**src/rtl/shpx_pkg.sv**
```systemverilog
// ---------------------------------------------------------------------------
// shpx_pkg
// shared types and codes for the shape proximity hit test block
// ---------------------------------------------------------------------------
`default_nettype none

package shpx_pkg;

   // quotient bits of the projection divide
   localparam int QUO_W = 17;

   // shape kind codes; both upper codes are polygons
   localparam logic [1:0] KIND_POINT = 2'd0;

   // datapath operation codes
   localparam logic [4:0] OP_NONE     = 5'd0;
   localparam logic [4:0] OP_LATCH    = 5'd1;
   localparam logic [4:0] OP_LOAD_SRC = 5'd2;
   localparam logic [4:0] OP_ADV      = 5'd3;
   localparam logic [4:0] OP_C1A      = 5'd4;
   localparam logic [4:0] OP_C1B      = 5'd5;
   localparam logic [4:0] OP_C2A      = 5'd6;
   localparam logic [4:0] OP_C2B      = 5'd7;
   localparam logic [4:0] OP_C2S      = 5'd8;
   localparam logic [4:0] OP_PT_P0    = 5'd9;
   localparam logic [4:0] OP_PT_P1    = 5'd10;
   localparam logic [4:0] OP_MH       = 5'd11;
   localparam logic [4:0] OP_ML       = 5'd12;
   localparam logic [4:0] OP_DSTEP    = 5'd13;
   localparam logic [4:0] OP_PJ       = 5'd14;
   localparam logic [4:0] OP_D1       = 5'd15;
   localparam logic [4:0] OP_D2       = 5'd16;
   localparam logic [4:0] OP_D3       = 5'd17;
   localparam logic [4:0] OP_X1       = 5'd18;
   localparam logic [4:0] OP_X2       = 5'd19;
   localparam logic [4:0] OP_RESP     = 5'd20;

   // operand pair sources: first point, second point
   localparam logic [1:0] SRC_PV = 2'd0; // prior, vertex
   localparam logic [1:0] SRC_VP = 2'd1; // vertex, prior
   localparam logic [1:0] SRC_SP = 2'd2; // start, prior

   typedef struct packed {
      logic [4:0] op;
      logic [1:0] src;
      logic       axis;
      logic       first;
   } cmd_type;

   typedef struct packed {
      logic [1:0] kind;
      logic       fin;
      logic       c1_le0;
      logic       c2_le_c1;
   } stat_type;

endpackage

`default_nettype wire

```
**src/rtl/shpx_dp.sv**
```systemverilog
// ---------------------------------------------------------------------------
// shpx_dp
// datapath: held shape state, shared multiplier, bit-serial divider
// ---------------------------------------------------------------------------
`default_nettype none

module shpx_dp (
   input  wire                   clock,
   input  wire  [1:0]            req_kind,
   input  wire  signed [15:0]    req_query_x,
   input  wire  signed [15:0]    req_query_y,
   input  wire  [14:0]           req_radius,
   input  wire  signed [15:0]    req_vertex_x,
   input  wire  signed [15:0]    req_vertex_y,
   input  wire                   req_final_vertex,
   input  shpx_pkg::cmd_type     cmd,
   output shpx_pkg::stat_type    stat,
   output logic                  rsp_hit,
   output logic                  rsp_inside_res
);

   function automatic logic signed [17:0] sx18(input logic signed [16:0] v);
      return {v[16], v};
   endfunction

   function automatic logic is_sent(input logic signed [15:0] c);
      return (c == 16'sh7fff) || (c == 16'sh8000);
   endfunction

   logic [1:0]          kind_ff, kind_in;
   logic signed [15:0]  qx_ff, qx_in, qy_ff, qy_in;
   logic [14:0]         rad_ff, rad_in;
   logic signed [15:0]  sx_ff, sx_in, sy_ff, sy_in;
   logic signed [15:0]  px_ff, px_in, py_ff, py_in;
   logic signed [15:0]  vx_ff, vx_in, vy_ff, vy_in;
   logic                fin_ff, fin_in;
   logic                parity_ff, parity_in, near_ff, near_in;
   logic signed [15:0]  ax_ff, ax_in, ay_ff, ay_in, bx_ff, bx_in, by_ff, by_in;
   logic signed [15:0]  ptx_ff, ptx_in, pty_ff, pty_in;
   logic signed [35:0]  acc_ff, acc_in;
   logic signed [34:0]  c1_ff, c1_in;
   logic [33:0]         c2_ff, c2_in;
   logic [49:0]         rem_ff, rem_in, dvs_ff, dvs_in;
   logic [16:0]         quo_ff, quo_in;
   logic                hit_ff, hit_in, inside_ff, inside_in;

   logic signed [16:0]  vdx, vdy, wx, wy, dx, dy, v_ax;
   logic [16:0]         v_abs;
   logic signed [17:0]  tm, ma, mb, sq, base, pj_sum;
   logic signed [35:0]  prod;
   logic                span, d_pos, use_t1, cross_hit, sent, rem_ge;
   logic [49:0]         rem_sub;

   assign vdx = {bx_ff[15], bx_ff} - {ax_ff[15], ax_ff};
   assign vdy = {by_ff[15], by_ff} - {ay_ff[15], ay_ff};
   assign wx  = {qx_ff[15], qx_ff} - {ax_ff[15], ax_ff};
   assign wy  = {qy_ff[15], qy_ff} - {ay_ff[15], ay_ff};
   assign dx  = {qx_ff[15], qx_ff} - {ptx_ff[15], ptx_ff};
   assign dy  = {qy_ff[15], qy_ff} - {pty_ff[15], pty_ff};

   assign v_ax  = cmd.axis ? vdy : vdx;
   assign v_abs = v_ax[16] ? 17'(-v_ax) : 17'(v_ax);

   // crossing test: edge from first operand to second
   assign span = ((ay_ff <= qy_ff) && (qy_ff < by_ff)) ||
                 ((by_ff <= qy_ff) && (qy_ff < ay_ff));
   assign d_pos  = !vdy[16];
   assign use_t1 = d_pos ? (acc_ff >= 36'sd0) : (acc_ff <= 36'sd0);
   assign tm     = use_t1 ? (sx18(wx) + 18'sd1) : sx18(wx);

   always_comb begin
      ma = '0;
      mb = '0;
      unique case (cmd.op)
         shpx_pkg::OP_C1A: begin ma = sx18(vdx); mb = sx18(wx); end
         shpx_pkg::OP_C1B: begin ma = sx18(vdy); mb = sx18(wy); end
         shpx_pkg::OP_C2A: begin ma = sx18(vdx); mb = sx18(vdx); end
         shpx_pkg::OP_C2B: begin ma = sx18(vdy); mb = sx18(vdy); end
         shpx_pkg::OP_MH: begin
            ma = $signed({1'b0, v_abs});
            mb = $signed({1'b0, c1_ff[33:17]});
         end
         shpx_pkg::OP_ML: begin
            ma = $signed({1'b0, v_abs});
            mb = $signed({1'b0, c1_ff[16:0]});
         end
         shpx_pkg::OP_D1: begin ma = sx18(dx); mb = sx18(dx); end
         shpx_pkg::OP_D2: begin ma = sx18(dy); mb = sx18(dy); end
         shpx_pkg::OP_D3: begin
            ma = $signed({3'b000, rad_ff});
            mb = $signed({3'b000, rad_ff});
         end
         shpx_pkg::OP_X1: begin ma = sx18(vdx); mb = sx18(wy); end
         shpx_pkg::OP_X2: begin ma = tm; mb = sx18(vdy); end
         default: ;
      endcase
   end

   assign prod = ma * mb;

   assign cross_hit = d_pos ?
      ((acc_ff >= 36'sd0) ? (acc_ff >= prod) : (acc_ff > prod)) :
      ((acc_ff <= 36'sd0) ? (acc_ff <= prod) : (acc_ff < prod));

   assign sent = is_sent(qx_ff) || is_sent(qy_ff) || is_sent(ptx_ff) || is_sent(pty_ff);

   assign rem_ge  = rem_ff >= dvs_ff;
   assign rem_sub = rem_ff - dvs_ff;

   assign sq     = v_ax[16] ? -$signed({1'b0, quo_ff}) : $signed({1'b0, quo_ff});
   assign base   = cmd.axis ? {ay_ff[15], ay_ff[15], ay_ff} : {ax_ff[15], ax_ff[15], ax_ff};
   assign pj_sum = base + sq;

   always_comb begin
      kind_in = kind_ff;   qx_in = qx_ff;   qy_in = qy_ff;   rad_in = rad_ff;
      sx_in = sx_ff;       sy_in = sy_ff;   px_in = px_ff;   py_in = py_ff;
      vx_in = vx_ff;       vy_in = vy_ff;   fin_in = fin_ff;
      parity_in = parity_ff;  near_in = near_ff;
      ax_in = ax_ff;  ay_in = ay_ff;  bx_in = bx_ff;  by_in = by_ff;
      ptx_in = ptx_ff;  pty_in = pty_ff;
      acc_in = acc_ff;  c1_in = c1_ff;  c2_in = c2_ff;
      rem_in = rem_ff;  dvs_in = dvs_ff;  quo_in = quo_ff;
      hit_in = hit_ff;  inside_in = inside_ff;
      unique case (cmd.op)
         shpx_pkg::OP_LATCH: begin
            vx_in  = req_vertex_x;
            vy_in  = req_vertex_y;
            fin_in = req_final_vertex;
            if (cmd.first) begin
               kind_in   = req_kind;
               qx_in     = req_query_x;
               qy_in     = req_query_y;
               rad_in    = req_radius;
               sx_in     = req_vertex_x;
               sy_in     = req_vertex_y;
               px_in     = req_vertex_x;
               py_in     = req_vertex_y;
               parity_in = 1'b0;
               near_in   = 1'b0;
            end
         end
         shpx_pkg::OP_LOAD_SRC: begin
            unique case (cmd.src)
               shpx_pkg::SRC_PV: begin
                  ax_in = px_ff; ay_in = py_ff; bx_in = vx_ff; by_in = vy_ff;
               end
               shpx_pkg::SRC_VP: begin
                  ax_in = vx_ff; ay_in = vy_ff; bx_in = px_ff; by_in = py_ff;
               end
               default: begin
                  ax_in = sx_ff; ay_in = sy_ff; bx_in = px_ff; by_in = py_ff;
               end
            endcase
         end
         shpx_pkg::OP_ADV: begin
            px_in = vx_ff;
            py_in = vy_ff;
         end
         shpx_pkg::OP_C1A: acc_in = prod;
         shpx_pkg::OP_C1B: acc_in = acc_ff + prod;
         shpx_pkg::OP_C2A: begin
            c1_in  = acc_ff[34:0];
            acc_in = prod;
         end
         shpx_pkg::OP_C2B: acc_in = acc_ff + prod;
         shpx_pkg::OP_C2S: c2_in = acc_ff[33:0];
         shpx_pkg::OP_PT_P0: begin ptx_in = ax_ff; pty_in = ay_ff; end
         shpx_pkg::OP_PT_P1: begin ptx_in = bx_ff; pty_in = by_ff; end
         shpx_pkg::OP_MH: acc_in = prod;
         shpx_pkg::OP_ML: begin
            rem_in = {acc_ff[32:0], 17'b0} + {16'b0, prod[33:0]};
            dvs_in = {c2_ff, 16'b0};
            quo_in = '0;
         end
         shpx_pkg::OP_DSTEP: begin
            if (rem_ge) begin
               rem_in = rem_sub;
            end
            quo_in = {quo_ff[15:0], rem_ge};
            dvs_in = {1'b0, dvs_ff[49:1]};
         end
         shpx_pkg::OP_PJ: begin
            if (cmd.axis) begin
               pty_in = pj_sum[15:0];
            end else begin
               ptx_in = pj_sum[15:0];
            end
         end
         shpx_pkg::OP_D1: acc_in = prod;
         shpx_pkg::OP_D2: acc_in = acc_ff + prod;
         shpx_pkg::OP_D3: near_in = near_ff | (!sent && (acc_ff <= prod));
         shpx_pkg::OP_X1: acc_in = prod;
         shpx_pkg::OP_X2: parity_in = parity_ff ^ (span & cross_hit);
         shpx_pkg::OP_RESP: begin
            hit_in    = kind_ff[1] ? (parity_ff | near_ff) : near_ff;
            inside_in = kind_ff[1] & parity_ff;
         end
         default: ;
      endcase
   end

   always_ff @(posedge clock) begin
      kind_ff <= kind_in;   qx_ff <= qx_in;   qy_ff <= qy_in;   rad_ff <= rad_in;
      sx_ff <= sx_in;       sy_ff <= sy_in;   px_ff <= px_in;   py_ff <= py_in;
      vx_ff <= vx_in;       vy_ff <= vy_in;   fin_ff <= fin_in;
      parity_ff <= parity_in;  near_ff <= near_in;
      ax_ff <= ax_in;  ay_ff <= ay_in;  bx_ff <= bx_in;  by_ff <= by_in;
      ptx_ff <= ptx_in;  pty_ff <= pty_in;
      acc_ff <= acc_in;  c1_ff <= c1_in;  c2_ff <= c2_in;
      rem_ff <= rem_in;  dvs_ff <= dvs_in;  quo_ff <= quo_in;
      hit_ff <= hit_in;  inside_ff <= inside_in;
   end

   assign stat.kind     = kind_ff;
   assign stat.fin      = fin_ff;
   assign stat.c1_le0   = c1_ff <= 35'sd0;
   assign stat.c2_le_c1 = $signed({1'b0, c2_ff}) <= c1_ff;

   assign rsp_hit        = hit_ff;
   assign rsp_inside_res = inside_ff;

endmodule

`default_nettype wire

```
**src/rtl/shpx_ctrl.sv**
```systemverilog
// ---------------------------------------------------------------------------
// shpx_ctrl
// controller: walks the per-vertex job list and sequences datapath ops
// ---------------------------------------------------------------------------
`default_nettype none

module shpx_ctrl (
   input  wire                 clock,
   input  wire                 reset,
   input  wire                 req_valid,
   output logic                req_ready,
   output logic                rsp_valid,
   input  wire                 rsp_ready,
   input  shpx_pkg::stat_type  stat,
   output shpx_pkg::cmd_type   cmd
);

   localparam logic [4:0] S_IDLE = 5'd0;
   localparam logic [4:0] S_NEXT = 5'd1;
   localparam logic [4:0] S_SEG1 = 5'd2;
   localparam logic [4:0] S_SEG2 = 5'd3;
   localparam logic [4:0] S_SEG3 = 5'd4;
   localparam logic [4:0] S_SEG4 = 5'd5;
   localparam logic [4:0] S_SEG5 = 5'd6;
   localparam logic [4:0] S_SEGD = 5'd7;
   localparam logic [4:0] S_PMH  = 5'd8;
   localparam logic [4:0] S_PML  = 5'd9;
   localparam logic [4:0] S_PDIV = 5'd10;
   localparam logic [4:0] S_PPJ  = 5'd11;
   localparam logic [4:0] S_PTL  = 5'd12;
   localparam logic [4:0] S_PT1  = 5'd13;
   localparam logic [4:0] S_PT2  = 5'd14;
   localparam logic [4:0] S_PT3  = 5'd15;
   localparam logic [4:0] S_X1   = 5'd16;
   localparam logic [4:0] S_X2   = 5'd17;
   localparam logic [4:0] S_OUT  = 5'd18;

   // per-vertex jobs, in order
   localparam logic [2:0] J_PT0    = 3'd0;
   localparam logic [2:0] J_SEG_PV = 3'd1;
   localparam logic [2:0] J_CRS_VP = 3'd2;
   localparam logic [2:0] J_ADV    = 3'd3;
   localparam logic [2:0] J_CRS_SP = 3'd4;
   localparam logic [2:0] J_SEG_SP = 3'd5;
   localparam logic [2:0] J_OUT    = 3'd6;

   logic [4:0] state_ff, state_in;
   logic [2:0] job_ff, job_in;
   logic       was_start_ff, was_start_in;
   logic       at_start_ff, at_start_in;
   logic       axis_ff, axis_in;
   logic [4:0] cnt_ff, cnt_in;
   logic       rsp_valid_ff, rsp_valid_in;
   logic [4:0] op;
   logic [1:0] src;
   logic       poly, fin_poly;

   assign poly     = stat.kind[1];
   assign fin_poly = stat.fin & poly;

   always_comb begin
      state_in     = state_ff;
      job_in       = job_ff;
      was_start_in = was_start_ff;
      at_start_in  = at_start_ff;
      axis_in      = axis_ff;
      cnt_in       = cnt_ff;
      rsp_valid_in = rsp_valid_ff && !rsp_ready;
      op           = shpx_pkg::OP_NONE;
      src          = shpx_pkg::SRC_PV;
      req_ready    = 1'b0;
      unique case (state_ff)
         S_IDLE: begin
            req_ready = 1'b1;
            if (req_valid) begin
               op           = shpx_pkg::OP_LATCH;
               was_start_in = at_start_ff;
               at_start_in  = 1'b0;
               job_in       = J_PT0;
               state_in     = S_NEXT;
            end
         end
         S_NEXT: begin
            job_in = job_ff + 3'd1;
            unique case (job_ff)
               J_PT0: begin
                  if (was_start_ff && (stat.kind == shpx_pkg::KIND_POINT)) begin
                     op = shpx_pkg::OP_LOAD_SRC; src = shpx_pkg::SRC_PV;
                     state_in = S_PTL;
                  end
               end
               J_SEG_PV: begin
                  if (!was_start_ff && (stat.kind != shpx_pkg::KIND_POINT)) begin
                     op = shpx_pkg::OP_LOAD_SRC; src = shpx_pkg::SRC_PV;
                     state_in = S_SEG1;
                  end
               end
               J_CRS_VP: begin
                  if (!was_start_ff && poly) begin
                     op = shpx_pkg::OP_LOAD_SRC; src = shpx_pkg::SRC_VP;
                     state_in = S_X1;
                  end
               end
               J_ADV: begin
                  if (!was_start_ff) begin
                     op = shpx_pkg::OP_ADV;
                  end
               end
               J_CRS_SP: begin
                  if (fin_poly) begin
                     op = shpx_pkg::OP_LOAD_SRC; src = shpx_pkg::SRC_SP;
                     state_in = S_X1;
                  end
               end
               J_SEG_SP: begin
                  if (fin_poly) begin
                     op = shpx_pkg::OP_LOAD_SRC; src = shpx_pkg::SRC_SP;
                     state_in = S_SEG1;
                  end
               end
               J_OUT: begin
                  if (stat.fin) begin
                     at_start_in = 1'b1;
                     state_in    = S_OUT;
                  end else begin
                     state_in = S_IDLE;
                  end
               end
               default: state_in = S_IDLE;
            endcase
         end
         S_SEG1: begin op = shpx_pkg::OP_C1A; state_in = S_SEG2; end
         S_SEG2: begin op = shpx_pkg::OP_C1B; state_in = S_SEG3; end
         S_SEG3: begin op = shpx_pkg::OP_C2A; state_in = S_SEG4; end
         S_SEG4: begin op = shpx_pkg::OP_C2B; state_in = S_SEG5; end
         S_SEG5: begin op = shpx_pkg::OP_C2S; state_in = S_SEGD; end
         S_SEGD: begin
            if (stat.c1_le0) begin
               op = shpx_pkg::OP_PT_P0; state_in = S_PT1;
            end else if (stat.c2_le_c1) begin
               op = shpx_pkg::OP_PT_P1; state_in = S_PT1;
            end else begin
               axis_in  = 1'b0;
               state_in = S_PMH;
            end
         end
         S_PMH: begin op = shpx_pkg::OP_MH; state_in = S_PML; end
         S_PML: begin
            op       = shpx_pkg::OP_ML;
            cnt_in   = '0;
            state_in = S_PDIV;
         end
         S_PDIV: begin
            op     = shpx_pkg::OP_DSTEP;
            cnt_in = cnt_ff + 5'd1;
            if (cnt_ff == 5'(shpx_pkg::QUO_W - 1)) begin
               state_in = S_PPJ;
            end
         end
         S_PPJ: begin
            op = shpx_pkg::OP_PJ;
            if (!axis_ff) begin
               axis_in  = 1'b1;
               state_in = S_PMH;
            end else begin
               state_in = S_PT1;
            end
         end
         S_PTL: begin op = shpx_pkg::OP_PT_P0; state_in = S_PT1; end
         S_PT1: begin op = shpx_pkg::OP_D1; state_in = S_PT2; end
         S_PT2: begin op = shpx_pkg::OP_D2; state_in = S_PT3; end
         S_PT3: begin op = shpx_pkg::OP_D3; state_in = S_NEXT; end
         S_X1:  begin op = shpx_pkg::OP_X1; state_in = S_X2; end
         S_X2:  begin op = shpx_pkg::OP_X2; state_in = S_NEXT; end
         S_OUT: begin
            if (!rsp_valid_ff || rsp_ready) begin
               op           = shpx_pkg::OP_RESP;
               rsp_valid_in = 1'b1;
               state_in     = S_IDLE;
            end
         end
         default: state_in = S_IDLE;
      endcase
   end

   always_ff @(posedge clock) begin
      if (reset) begin
         state_ff     <= S_IDLE;
         job_ff       <= J_PT0;
         was_start_ff <= 1'b0;
         at_start_ff  <= 1'b1;
         axis_ff      <= 1'b0;
         cnt_ff       <= '0;
         rsp_valid_ff <= 1'b0;
      end else begin
         state_ff     <= state_in;
         job_ff       <= job_in;
         was_start_ff <= was_start_in;
         at_start_ff  <= at_start_in;
         axis_ff      <= axis_in;
         cnt_ff       <= cnt_in;
         rsp_valid_ff <= rsp_valid_in;
      end
   end

   assign cmd.op    = op;
   assign cmd.src   = src;
   assign cmd.axis  = axis_ff;
   assign cmd.first = at_start_ff;
   assign rsp_valid = rsp_valid_ff;

endmodule

`default_nettype wire

```
**src/rtl/shape_proximity_hit_test_top.sv**
```systemverilog
// a vertex holds the input until it has been processed and the next one is taken;
//   a final vertex is held from acceptance until its result transaction is offered
// throughput: one vertex at a time; a projected segment is paced by
//   the shared 18x18 multiplier and the one-bit-per-cycle 17-step divider
// reset: synchronous; controller idles expecting a first vertex, no result pending
// ---------------------------------------------------------------------------
// shape_proximity_hit_test_top
// tests whether a query point lies within a radius of a point, polyline or
// polygon whose vertices arrive one transaction at a time
// ---------------------------------------------------------------------------
`default_nettype none

module shape_proximity_hit_test_top (
   input  wire                 clock,
   input  wire                 reset,
   input  wire                 req_valid,
   output logic                req_ready,
   input  wire  [1:0]          req_kind,
   input  wire  signed [15:0]  req_query_x,
   input  wire  signed [15:0]  req_query_y,
   input  wire  [14:0]         req_radius,
   input  wire  signed [15:0]  req_vertex_x,
   input  wire  signed [15:0]  req_vertex_y,
   input  wire                 req_final_vertex,
   output logic                rsp_valid,
   input  wire                 rsp_ready,
   output logic                rsp_hit,
   output logic                rsp_inside_res
);

   // command from controller, status back from datapath
   shpx_pkg::cmd_type  cmd;
   shpx_pkg::stat_type stat;

   // controller: job list per vertex (first point, segment, crossings,
   // closing edge), sub-sequences for each test, result register handshake
   shpx_ctrl u_ctrl (
      .clock     (clock),
      .reset     (reset),
      .req_valid (req_valid),
      .req_ready (req_ready),
      .rsp_valid (rsp_valid),
      .rsp_ready (rsp_ready),
      .stat      (stat),
      .cmd       (cmd)
   );

   // datapath: held query and vertices, one multiplier with accumulator,
   // restoring divider for the segment projection, result payload register
   shpx_dp u_dp (
      .clock            (clock),
      .req_kind         (req_kind),
      .req_query_x      (req_query_x),
      .req_query_y      (req_query_y),
      .req_radius       (req_radius),
      .req_vertex_x     (req_vertex_x),
      .req_vertex_y     (req_vertex_y),
      .req_final_vertex (req_final_vertex),
      .cmd              (cmd),
      .stat             (stat),
      .rsp_hit          (rsp_hit),
      .rsp_inside_res   (rsp_inside_res)
   );

endmodule

`default_nettype wire

```
**config.mk**
```make
export PLATFORM = sky130hd
export DESIGN_NAME = shape_proximity_hit_test_top
export DESIGN_NICKNAME = d
export VERILOG_FILES = /design/src/rtl/shpx_pkg.sv /design/src/rtl/shpx_dp.sv /design/src/rtl/shpx_ctrl.sv /design/src/rtl/shape_proximity_hit_test_top.sv
export SDC_FILE = /design/constraint.sdc
export NUM_CORES = 2
export LEC_CHECK = 0
export BUFFER_PORTS_ARGS = -buffer_cell sky130_fd_sc_hd__clkbuf_2
export CORE_ASPECT_RATIO = 0.75
export CORE_MARGIN = 2
export CORE_UTILIZATION = 38
export DETAILED_ROUTE_END_ITERATION = 10
export SLEW_MARGIN = 0
export SYNTH_ARGS = -nofsm -noshare
export SYNTH_HDL_FRONTEND = slang
export SYNTH_SLANG_ARGS = --single-unit
```
**constraint.sdc**
```tcl
create_clock -name clock -period 10.69 [get_ports clock]
set_input_delay 1.6035 -clock clock [delete_from_list [all_inputs] [get_ports clock]]
set_output_delay 1.6035 -clock clock [all_outputs]
set_load 0.005 [all_outputs]
```
After elaboration in Yosys (flattened, before gate mapping). Index checks and enable logic that the tools add are counted.

Order comparisons: 13. Bitwise operators: 6. $add $sub $neg: 15. Reductions and logical operators: 55. Equal/unequal tests: 71. $mul: 1. Multiplexer cells: 74.

Operators with widths (number): $pmux W50 S2 (2); $pmux W18 S9 (1); $pmux W16 S2 (5); $eq A16 B16 Y1 const B (8); $mux W16 (8); $pmux W18 S7 (1); $sub A16 B16 Y17 (6); $pmux W16 S3 (2); $pmux W5 S19 (1); $pmux W5 S18 (1); $eq A5 B4 Y1 const B (16); $pmux W36 S2 (1); $mux W5 (12); $add A50 B34 Y50 (1); $ge A50 B50 Y1 (1); $mux W50 (1); $sub A50 B50 Y50 (1); $eq A5 B5 Y1 const B (9); $eq A5 B3 Y1 const B (8); $add A36 B36 Y36 (1); $ge A36 B1 Y1 const B (1); $ge A36 B36 Y1 (1); $gt A36 B36 Y1 (1); $le A36 B1 Y1 const B (1); other kinds (52) (145).

Input port bits: 86. Word-level logic and storage cells: 269. Output and inout bits: 4. Register bits after elaboration: 484.

Logic depth before layout (Yosys ltp).
Word-level depth: 15. Depth in mapped cells: 49. Gate-level depth less buffers: 48.

By module. A second synthesis with hierarchy kept.

Cell total of the unflattened synthesis: 5022. Area total of the unflattened synthesis: 47349.2 um2.

Modules (own cells, without submodules): shpx_dp (cells each 4827, area each 45926.5 um2, sequential area each 14023.4 um2, times used 1); shpx_ctrl (cells each 195, area each 1422.6 um2, sequential area each 340.3 um2, times used 1).

Worst setup path before layout. OpenSTA, ideal clock, no wires.

Path kind: input to register. Start point: in req_valid. End point: reg u_dp.parity_ff (data pin). Data arrival time: 11.243 ns. Buffers on the path: 2. Stages: 40. Setup slack: -0.815 ns. Required time: 10.428 ns. Setup time: 0.262 ns. Cells stage by stage: nand2b_1 > a2111oi_0 > nor3_1 > and3_1 > nand3_1 > nor2_1 > buf_2 > a2111oi_2 > clkbuf_1 > nor2_1 > fa_1 > inv_1 > fa_1 > inv_1 > fa_1 > fa_1 > fa_1 > inv_1 > (+4 left out) > a221o_1 > o21ba_2 > o31a_1 > o31ai_1 > a21o_1 > a21oi_1 > xnor2_1 > ha_1 > nor4b_1 > and4_1 > and3_1 > o21ai_0 > a31oi_1 > nor3_1 > nor3b_1 > or4_1 > o211ai_1 > mux2i_1.

Longest elaborated chain between the ends: 12. Elaborated cells on any way between the ends: 32. Classes of those cells: 1 x mul; 4 x order compare; 12 x eq/ne; 8 x mux; 2 x bitwise; 5 x reduce/logical.

RTL lines: start, declared (line shape_proximity_hit_test_top.sv:16) `input wire req_valid,`; $mux W1 (*) (line shpx_ctrl.sv:75) `if (req_valid) begin`; $pmux W5 S19 (*) (line shpx_ctrl.sv:72) `unique case (state_ff)`; $eq A5 B3 Y1 (tied with other cells) (line shpx_dp.sv:74) `unique case (cmd.op)`; $reduce_or A3 Y1 (no line) or $reduce_or A2 Y1 (tied branches); $pmux W18 S7 or $pmux W18 S9 (tied branches) (line shpx_dp.sv:74); $mul A18 B18 Y36 (line shpx_dp.sv:99) `assign prod = ma * mb;`; $gt A36 B36 Y1 (tied with other cells) (line shpx_dp.sv:102) `((acc_ff >= 36'sd0) ? (acc_ff >= prod) : (acc_ff > prod)) :`; $mux W1 (on tied branches) (line shpx_dp.sv:102, shpx_dp.sv:103); $mux W1 (line shpx_dp.sv:101) `assign cross_hit = d_pos ?`; $and A1 B1 Y1 (line shpx_dp.sv:193) `shpx_pkg::OP_X2: parity_in = parity_ff ^ (span & cross_hit);`; $xor A1 B1 Y1 (line shpx_dp.sv:193); $pmux W1 S2 (*) (line shpx_dp.sv:124) `unique case (cmd.op)`; end signal, assigned (line shpx_dp.sv:206) `parity_ff <= parity_in; near_ff <= near_in;`; end, declared (line shpx_dp.sv:37) `logic parity_ff, parity_in, near_ff, near_in;`.

Mark *: on every way between the ends. The rest lies on a longest branch, timed or not. A chain may end at the register's enable or synchronous reset.

Final worst setup path.
Start point: reg u_dp.bx_ff[0]. End point: reg u_dp.parity_ff (data pin).

Longest elaborated chain between the ends: 12. Elaborated cells on any way between the ends: 17. Classes of those cells: 2 x add/sub; 1 x mul; 4 x order compare; 8 x mux; 2 x bitwise.

RTL lines: start, declared (line shpx_dp.sv:38) `logic signed [15:0] ax_ff, ax_in, ay_ff, ay_in, bx_ff, bx_in, by_ff, by_in;`; start signal, assigned (line shpx_dp.sv:207) `ax_ff <= ax_in; ay_ff <= ay_in; bx_ff <= bx_in; by_ff <= by_in;`; $sub A16 B16 Y17 (*) (line shpx_dp.sv:54) `assign vdx = {bx_ff[15], bx_ff} - {ax_ff[15], ax_ff};`; $mux W17 (line shpx_dp.sv:61) `assign v_ax = cmd.axis ? vdy : vdx;`; $neg A17 Y17 (line shpx_dp.sv:62) `assign v_abs = v_ax[16] ? 17'(-v_ax) : 17'(v_ax);`; $mux W17 (line shpx_dp.sv:62); $pmux W18 S7 (line shpx_dp.sv:74); $mul A18 B18 Y36 (*) (line shpx_dp.sv:99); $gt A36 B36 Y1 (tied with other cells) (line shpx_dp.sv:102); $mux W1 (on tied branches) (line shpx_dp.sv:102, shpx_dp.sv:103); $mux W1 (*) (line shpx_dp.sv:101); $and A1 B1 Y1 (*) (line shpx_dp.sv:193); $xor A1 B1 Y1 (*) (line shpx_dp.sv:193); $pmux W1 S2 (*) (line shpx_dp.sv:124).

Marked as above.

==> run_results.csv <==
group,metric,value,unit
status,outcome,"complete, but fails checks",
status,failed_checks,"setup timing",
min_path,hold_path_end,"u_ctrl.cnt_ff[4]",
run,max_cap_violations,0,
final_layout,nets,7134,
final_layout,area_growth_syn_to_layout,34.7,%
clocking,clock_path_buffers,3,
timing,rsz_0062_raised_after_global_routing,"true",
timing,report.final.slew_viol_count,0,
final_layout,finish.utilization,51.6,%
clocking,clk_latency,0.68,ns
synthesis,count_of_flip_flops_with_a_built_in_enable_after_synthesis,467,
power,p_clk_share,9.2,%
drt,drtPass1Iterations,8,
floorplanning,die_w,413,um
critical_path,crit_type,"reg -> reg",
timing,max_slew_margin,22.1,%
placement,dpl_worst_slack,-1.30,ns
timing,finalSetupViolations,32,
power,power_leakage,28.6,nW
clocking,holdBufCountCts,0,
global_routing,pin_count_of_the_biggest_net_entering_global_routing,111,
placement,routabilityCongestion,1.05,
power,power.density,342,mW/mm^2
floorplanning,floorplan.die_area,0.128,mm^2
clocking,htree_levels,2,
timing,max_clock_freq,0.0889,GHz
synthesis,post_synth_instance_area,0.0477,mm^2
timing,final.setup_skew,0.0610,ns
critical_path,max_stage_delay,0.55,ns
timing,measured_slew_at_the_worst_slew_check_pin,1.17,ns
timing,timing_hold_violations_final,0,
synthesis,mean_post_synth_cell_area,9.34,um^2
critical_path,critical_path.max_fanout,4,
synthesis,synth_largest_type_area_fraction,29.4,%
clocking,clk_transition_reported_paths,0.07,ns
critical_path,path_common_cell,"buf_4",
critical_path,r2r.worst_path.cells,50,
drt,route.final.wire_length,191000,um
clocking,clkSinkCount,484,
power,flop_pwr_share,14.6,%
drt,antenna_left,0,
synthesis,yosysMostFrequentCell,"inv_1",
synthesis,total_of_flip_flops_plus_latches_after_synthesis,484,
synthesis,ys_dominant_reg_cell,"edfxtp_1",
placement,placed_cells,7767,
synthesis,synth.largest_area_cell,"edfxtp_1",
synthesis,yosysSeqAreaShare,30.1,%
global_routing,antenna_found_initial,7,
min_path,holdPathStages,1,
drt,detail_route.vias_per_cell,5.52,
timing,setup_tns,-8.17,ns
power,power.internal,0.0115,W
timing,minimum_period_implied_by_the_final_worst_setup_slack,11.25,ns
critical_path,timing.critical_path.to_type,"flip-flop",
synthesis,postSynthNetCount,5931,
power,proportion_of_total_power_due_to_net_switching,47.5,%
synthesis,synthDistinctLibCells,94,
floorplanning,floorplan.core_area,0.124,mm^2
clocking,clk_root_buffer_cell,"clkbuf_16",
critical_path,critical_path_arrival,11.77,ns
global_routing,overflow,0,
floorplanning,fp-row-count,112,
final_layout,final_layout_size_suffix_gt1_share,30.8,%
clocking,tritoncts.num_buffers,53,
synthesis,synth_common_cells,"inv_1 (712), nand2_1 (508), edfxtp_1 (467), ha_1 (402), nor2_1 (371)",
floorplanning,io_pins,90,
floorplanning,dieHeight,311,um
floorplanning,initial_utilization,38.3,%
drt,detail_route.wl_per_cell,23.8,um
placement,portBuffers,89,
critical_path,crit_slowest_cell,"fa_1",
power,switchingPower,0.0104,W
global_routing,grt_pass1_wl,279000,um
power,power.combinational.fraction,76.2,%
synthesis,yosys_warnings,0,
final_layout,insertedDiodeCount,0,
timing,setup_slack,-0.559,ns
global_routing,number_of_global_route_vias_before_repair,42600,
placement,dp_hpwl,155000,um
critical_path,cp_startpoint_kind,"flip-flop",
clocking,tritoncts,"built",
power,ir_drop,0.000246,V
critical_path,reg2reg_setup_slack,-0.56,ns
global_routing,track_usage,29.1,%
timing,fin_crit_sh,105,%
min_path,worstHoldStart,"u_ctrl.cnt_ff[4]",
drt,post-route-drc-count,0,
critical_path,rr_startpoint,"u_dp.bx_ff[0]",
critical_path,rr_endpoint,"u_dp.parity_ff",
critical_path,timing.critical_path.required,11.21,ns
synthesis,synthTopCellsByArea,"edfxtp_1 (29%), fa_1 (14%), ha_1 (11%)",
drt,drt-initial-drc-count,4964,
synthesis,async_reset_ff_share,0,%
min_path,hold_path_class,"reg -> reg",
drt,detailed_route_via_count,44200,
final_layout,post_route_insts_no_fill,8004,
synthesis,post_synth_inst_count,5104,
==> repair_timing <==
action                     in CTS  in global routing
setup buffers                  85                 77
resized for setup             328                263
setup endpoints to repair      47                 48
pin swaps                     169                184
cloned                          1                  0
==> worst max path at each step <==
stage	cells after the start	from	endpoint	slack (ns)
finish	50	u_dp.bx_ff[0]	u_dp.parity_ff	-0.56
floorplan	40	req_valid	u_dp.parity_ff	0.1
global placement	49	u_dp.bx_ff[0]	u_dp.near_ff	-1.21
detailed placement	49	u_dp.bx_ff[0]	u_dp.near_ff	-1.30
global route	49	u_dp.ay_ff[1]	u_dp.parity_ff	-0.89
CTS	46	u_dp.bx_ff[0]	u_dp.parity_ff	-0.53
==> final cells by class <==
cell class	instances	area [um^2]
clock buffers	62	1360
flip-flops and latches	484	14400
clock inverters	37	493
well taps	1653	2070
fillers	11500	60200
multi-input cells	3745	32800
repair buffers	1310	10500
inverters	713	2680
==> metal layers <==
metal / global-route usage [%] / wire [um] / up-vias
li1: - / - / 20300
met4: 5.18 / 3620 / 0
met2: 38.5 / 73600 / 1928
met1: 46.5 / 91400 / 21800
met5: 0 / 0 / -
met3: 8.13 / 22000 / 199
==> worst max-delay path: cells and delay by family, from the launching register on <==
| family | cells | cell delay, ns |
|---|---|---|
| fa+ha+maj | 9 | 3.76 |
| compound gates | 13 | 2.73 |
| simple gates | 11 | 2.21 |
| buf+inv | 14 | 1.43 |
| xor+xnor | 2 | 0.41 |
| flops | 1 | 0.39 |
| mux | 1 | 0.21 |
==> placed cells by master, fill, tap and decap left out, types with 50 or more instances in the layout <==
cell type / count
buf_6: 62
edfxtp_1: 467
clkbuf_2: 89
a21o_1: 106
nand2_1: 491
nor3_1: 57
xor2_1: 82
nand4_1: 57
inv_1: 669
ha_1: 359
a21oi_2: 52
a21oi_1: 223
o21ai_0: 232
fa_1: 312
nand3_1: 65
clkbuf_16: 53
nor4_1: 56
nand2b_1: 52
a22oi_1: 50
xnor2_1: 125
buf_4: 1110
nor2_1: 333
mux2_2: 74
and2_1: 54
==> power by group through the flow <==
stage / logic, W / registers, W / clock network [W]
2_1_floorplan: 0.00697 / 0.00316 / 0
3_3_place_gp: 0.0138 / 0.00322 / 0
3_5_place_dp: 0.0139 / 0.00323 / 0
4_1_cts: 0.0151 / 0.00320 / 0.00205
5_1_grt: 0.0177 / 0.00324 / 0.00211
6_report: 0.0167 / 0.00321 / 0.00202
==> flip-flops by register name, summed over array words and instances, names as in the netlist, 34 cells and up <==
signal,cells
u_dp.c1_ff,35
u_dp.dvs_ff,50
u_dp.acc_ff,36
u_dp.rem_ff,50
u_dp.c2_ff,34
==> through the flow <==
stage	power (W)	area [um^2]	hold slack [ns]
finish	0.0219	64200	0.494
global route	0.0231	64200	0.534
CTS	0.0204	62600	0.487
detailed placement	0.0171	58600	0.477
global placement	0.0170	58600	0.468
floorplan	0.0101	48000	0.449
==> cells by family (layout without fill, tap and decap cells) <==
kind of cell | after synthesis | in the layout | synth area share, %
fa+ha+maj | 741 | 741 | 24.8
flops | 484 | 484 | 30.1
xor+xnor | 250 | 250 | 4.59
mux | 119 | 119 | 2.71
buf+inv | 876 | 2122 | 7.00
simple gates | 1459 | 1459 | 14.5
compound gates | 1175 | 1176 | 16.3
(Power assumes the default switching activity.)
